--- src/rtl/core/hgbs_pkg.sv ---
// Shared types, constants and helpers for the height grid sampler.
`default_nettype none
package hgbs_pkg;

  // Grid geometry
  localparam int GRID_COLS = 64;
  localparam int GRID_ROWS = 64;
  localparam int DEPTH     = GRID_COLS * GRID_ROWS;
  localparam int ADDR_W    = $clog2(DEPTH);

  // Field widths
  localparam int POS_W  = 14;
  localparam int FRAC_W = 8;
  localparam int INT_W  = POS_W - FRAC_W;
  localparam int HGT_W  = 16;
  localparam int ACC_W  = HGT_W + 2 * FRAC_W + 2;

  typedef logic [ADDR_W-1:0]          addr_t;
  typedef logic [POS_W-1:0]           pos_t;
  typedef logic [INT_W:0]             cidx_t;   // one spare bit for the grid size
  typedef logic [FRAC_W-1:0]          frac_t;
  typedef logic [FRAC_W:0]            wfac_t;   // 0..256
  typedef logic [2*FRAC_W+1:0]        weight_t; // 0..65536
  typedef logic signed [HGT_W-1:0]    height_t;
  typedef logic signed [ACC_W-1:0]    acc_t;

  localparam cidx_t COLS_C = cidx_t'(GRID_COLS);
  localparam cidx_t ROWS_C = cidx_t'(GRID_ROWS);
  localparam wfac_t W_ONE  = wfac_t'(1 << FRAC_W);

  // Operation and status codes
  localparam logic OP_WRITE  = 1'b0;
  localparam logic OP_SAMPLE = 1'b1;
  localparam logic ST_OK     = 1'b0;
  localparam logic ST_RANGE  = 1'b1;

  // Corner order of a sample: (x,y), (x+1,y), (x,y+1), (x+1,y+1)
  typedef enum logic [1:0] {
    CORNER_00 = 2'd0,
    CORNER_10 = 2'd1,
    CORNER_01 = 2'd2,
    CORNER_11 = 2'd3
  } corner_t;

  // Controller to datapath
  typedef struct packed {
    logic    accept;
    logic    rd_en;
    corner_t rd_corner;
    logic    acc_en;
    logic    out_load;
  } hgbs_cmd_t;

  // Datapath to controller
  typedef struct packed {
    logic item_err;
    logic item_write;
    logic out_busy;
  } hgbs_stat_t;

  // Address offset of a corner from the base cell
  function automatic addr_t corner_offset(corner_t c);
    addr_t off;
    case (c)
      CORNER_00: off = '0;
      CORNER_10: off = addr_t'(1);
      CORNER_01: off = addr_t'(GRID_COLS);
      CORNER_11: off = addr_t'(GRID_COLS + 1);
      default:   off = '0;
    endcase
    return off;
  endfunction

endpackage
`default_nettype wire

--- src/rtl/core/hgbs_ctrl.sv ---
// FSM: accept, four corner reads, drain (samples only), result handoff.
`default_nettype none
module hgbs_ctrl (
  input  wire logic               clk,
  input  wire logic               rst_n,
  input  wire logic               in_valid,
  output logic                    in_stall,
  input  wire hgbs_pkg::hgbs_stat_t stat,
  output hgbs_pkg::hgbs_cmd_t     cmd
);
  import hgbs_pkg::*;

  typedef enum logic [1:0] {
    S_IDLE,
    S_READ,
    S_DRAIN,
    S_DONE
  } state_t;

  state_t  state_r;
  corner_t corner_r;
  logic    acc_en_r;

  // Command decode
  assign in_stall      = (state_r != S_IDLE);
  assign cmd.accept    = (state_r == S_IDLE) && in_valid;
  assign cmd.rd_en     = (state_r == S_READ);
  assign cmd.rd_corner = corner_r;
  assign cmd.acc_en    = acc_en_r;
  assign cmd.out_load  = (state_r == S_DONE) && !stat.out_busy;

  // State and registered outputs
  always_ff @(posedge clk) begin
    if (!rst_n) begin
      state_r  <= S_IDLE;
      corner_r <= CORNER_00;
      acc_en_r <= 1'b0;
    end else begin
      // read data is registered and accumulated in the cycle after the read
      acc_en_r <= (state_r == S_READ);
      case (state_r)
        S_IDLE: begin
          corner_r <= CORNER_00;
          if (in_valid) begin
            if (stat.item_err || stat.item_write) state_r <= S_DONE;
            else                                  state_r <= S_READ;
          end
        end
        S_READ: begin
          corner_r <= corner_t'(corner_r + 2'd1);
          if (corner_r == CORNER_11) state_r <= S_DRAIN;
        end
        S_DRAIN: state_r <= S_DONE;
        S_DONE: begin
          if (!stat.out_busy) state_r <= S_IDLE;
        end
        default: state_r <= S_IDLE;
      endcase
    end
  end

endmodule
`default_nettype wire

--- config.mk ---
export PLATFORM = sky130hd
export DESIGN_NAME = hgbs_ctrl
export DESIGN_NICKNAME = d
export VERILOG_FILES = /design/src/rtl/core/hgbs_pkg.sv /design/src/rtl/core/hgbs_ctrl.sv
export SDC_FILE = /design/constraint.sdc
export NUM_CORES = 1
export LEC_CHECK = 0
export BUFFER_PORTS_ARGS = -buffer_cell sky130_fd_sc_hd__buf_2
export CAP_MARGIN = 20
export CORE_AREA = 3 3 40 42
export DETAILED_ROUTE_END_ITERATION = 7
export DIE_AREA = 0 0 43 45
export SETUP_SLACK_MARGIN = 0.02
export SYNTH_ARGS = -nofsm -noshare
export SYNTH_HDL_FRONTEND = slang
export SYNTH_SLANG_ARGS = --single-unit
--- constraint.sdc ---
create_clock -name clk -period 2.9 [get_ports clk]
set_input_delay 0.29 -clock clk [delete_from_list [all_inputs] [get_ports clk]]
set_output_delay 0.29 -clock clk [all_outputs]
set_load 0.03 [all_outputs]
==> impl_metrics.sql <==
INSERT INTO impl_metrics (metric_group, metric, value, unit) VALUES
('drt', 'post-route-drc-count', '0', ''),
('global_routing', 'grt_start_max_net_pins', '8', ''),
('cts', 'insertion_delay', '240', 'ps'),
('timing', 'post-route-worst-setup-slack', '1250', 'ps'),
('logic_synthesis', 'synth_cells', '36', ''),
('power', 'power_per_cell_area', '932', 'mW/mm^2'),
('outcome', 'status', 'finished, final reports clean', ''),
('logic_synthesis', 'synth.largest_area_cell', 'dfxtp_1', ''),
('drt', 'wire_per_inst', '9.65', 'um'),
('power', 'cellLeakagePower', '0.221', 'nW'),
('hold_path', 'hold_path_startpoint', 'rst_n', ''),
('power', 'power_switching_share', '0.457', ''),
('logic_synthesis', 'yosysTopAreaCellShare', '0.301', ''),
('die', 'rows', '13', ''),
('placed_design', 'dp_worst_slack', '1510', 'ps'),
('die', 'floorplan.initialDensity', '0.259', ''),
('die', 'vertical_die_dimension', '45', 'um'),
('global_routing', 'grt_overflow', '0', ''),
('timing', 'final-hold-violation-count', '0', ''),
('setup_path', 'critical_path.reg2reg.startpoint', 'state_r[1]', ''),
('logic_synthesis', 'postSynthRegisterBits', '5', ''),
('cts', 'ctsResizeCount', '0', ''),
('timing', 'max_slew.worst_pin.slew', '341', 'ps'),
('timing', 'timing.final.crit_period', '1650', 'ps'),
('die', 'die-width', '43', 'um'),
('cts', 'cts.repair_timing.setup_buffer_count', '0', ''),
('power', 'p_comb_frac', '0.527', ''),
('die', 'ios', '13', ''),
('drt', 'num_vias', '275', ''),
('timing', 'worst_clock_skew', '3.12', 'ps'),
('cells_and_area', 'antenna-diode-count', '0', ''),
('cts', 'cts_hold_repair.buffers', '0', ''),
('job', 'drv.max_cap_violation_count', '0', ''),
('timing', 'final.period_utilization', '0.567', ''),
('setup_path', 'critical_path_required', '2610', 'ps'),
('timing', 'slew_viol_final', '0', ''),
('logic_synthesis', 'yosysWarnings', '0', ''),
('global_routing', 'met3_usage', '0.0598', ''),
('cells_and_area', 'area_growth_from_synthesis_to_layout', '29.3', '%'),
('cts', 'ctsHtreeMaxLevel', '1', ''),
('setup_path', 'critical_path.startpoint', 'state_r[0]', ''),
('cells_and_area', 'drive_above_1_share', '0.314', ''),
('setup_path', 'cp-end-kind', 'output port', ''),
('logic_synthesis', 'ys_seq_area_frac', '0.301', ''),
('global_routing', 'grt.met2_usage', '0.123', ''),
('power', 'switchingPower', '183', 'uW'),
('global_routing', 'grt_antenna_before_repair', '0', ''),
('cts', 'cts_buffers', '3', ''),
('global_routing', 'globalRoute.busiestLayer', 'met2', ''),
('logic_synthesis', 'synthesis.nets', '49', ''),
('drt', 'totalWireLength', '637', 'um'),
('timing', 'finalSetupViolCount', '0', ''),
('setup_path', 'setup.worst_path.start_class', 'flop', ''),
('global_routing', 'grt_pass1_wl', '1150', 'um'),
('global_routing', 'grt_pass1_vias', '281', ''),
('drt', 'drt_pass1_iterations', '2', ''),
('setup_path', 'cp_data_arrival_time', '1360', 'ps'),
('global_routing', 'global_route.usage.total', '0.0842', ''),
('placed_design', 'place.port_buffers', '12', ''),
('logic_synthesis', 'yosys-top-cells-area', 'dfxtp_1 30%, ha_1 26%, mux2i_1 6.0%', ''),
('cts', 'tritoncts', 'done', ''),
('timing', 'max_freq', '608', 'MHz'),
('cells_and_area', 'final_design_area_no_fill', '430', 'um^2'),
('die', 'core_region_area', '0.00128', 'mm^2'),
('cts', 'maximum_buffer_depth_of_the_clock_tree', '2', ''),
('setup_path', 'setup_cp_type', 'reg2out', ''),
('setup_path', 'timing.critical_path.slowest_cell_delay', '400', 'ps'),
('hold_path', 'hold_path_class', 'in2reg', ''),
('cells_and_area', 'nets', '65', ''),
('global_routing', 'grtUsageMet1', '0.0944', ''),
('placed_design', 'detailed_place_hpwl', '510', 'um');
## worst max-delay path: cells and delay by family (launching register included)
family / cells / cell delay [ps]
adders and majority gates: 1 / 260
and+or+nand+nor: 1 / 180
DFF: 1 / 400
buffers and inverters: 2 / 280
## metrics by stage
step,instances,hold slack [ps],utilization,total power [mW]
floorplan,36,417,-,0.274
global placement,62,474,0.315,0.321
detailed placement,62,482,0.315,0.322
CTS,66,337,0.335,0.405
global route,66,359,0.335,0.436
finish,66,344,0.335,0.401
## worst paths after layout
check | end | slack, ps | cells after the start
worst max register to register | state_r[1] | 1540 | 5
worst max-delay path | cmd[5] | 1250 | 4
worst min-delay path | acc_en_r | 340 | 2
worst min register to register | corner_r[1] | 490 | 2
## power by group through the flow
stage | registers (mW) | logic (mW) | clock network, mW
final | 0.107 | 0.211 | 0.0822
after global routing | 0.111 | 0.238 | 0.0866
after CTS | 0.107 | 0.214 | 0.0838
after detailed placement | 0.109 | 0.213 | 0
after global placement | 0.107 | 0.214 | 0
after floorplan | 0.114 | 0.159 | 0
## registers in the layout (all words and copies together) (netlist names)
name	cells
acc_en_r	1
corner_r	2
state_r	2
## cell type report
class                      instances  area [um^2]
fill                             142          855
timing repair buffer              12         60.1
multi-input combinational         26          210
sequential                         5          100
tap                               15         18.8
clock buffer                       4         26.3
inverter                           4         15.0
## cells by family (layout without fill, tap and decap cells)
| group | Yosys count | in the layout | synth area share |
|---|---|---|---|
| compound gates | 6 | 6 | 0.135 |
| fa+ha+maj | 7 | 7 | 0.263 |
| buf+inv | 5 | 20 | 0.0677 |
| flops | 5 | 5 | 0.301 |
| mux | 2 | 2 | 0.0602 |
| simple gates | 11 | 11 | 0.173 |
## synth_stat cells, drive strengths merged
| cell type | count |
|---|---|
| a21boi | 2 |
| and2 | 2 |
| buf | 1 |
| dfxtp | 5 |
| ha | 7 |
| inv | 4 |
| mux2i | 2 |
| nand2 | 5 |
| nand2b | 1 |
| nor2 | 1 |
| nor2b | 1 |
| o211ai | 1 |
| o21ai | 1 |
| o221ai | 2 |
| or3b | 1 |
## metal layers
metal / vias up / share of wire
met2: 11 / 0.44
met4: 0 / 0
met5: - / 0
met1: 115 / 0.44
met3: 0 / 0.12
li1: 149 / -
No activity file was read; power rests on OpenSTA's default activity.
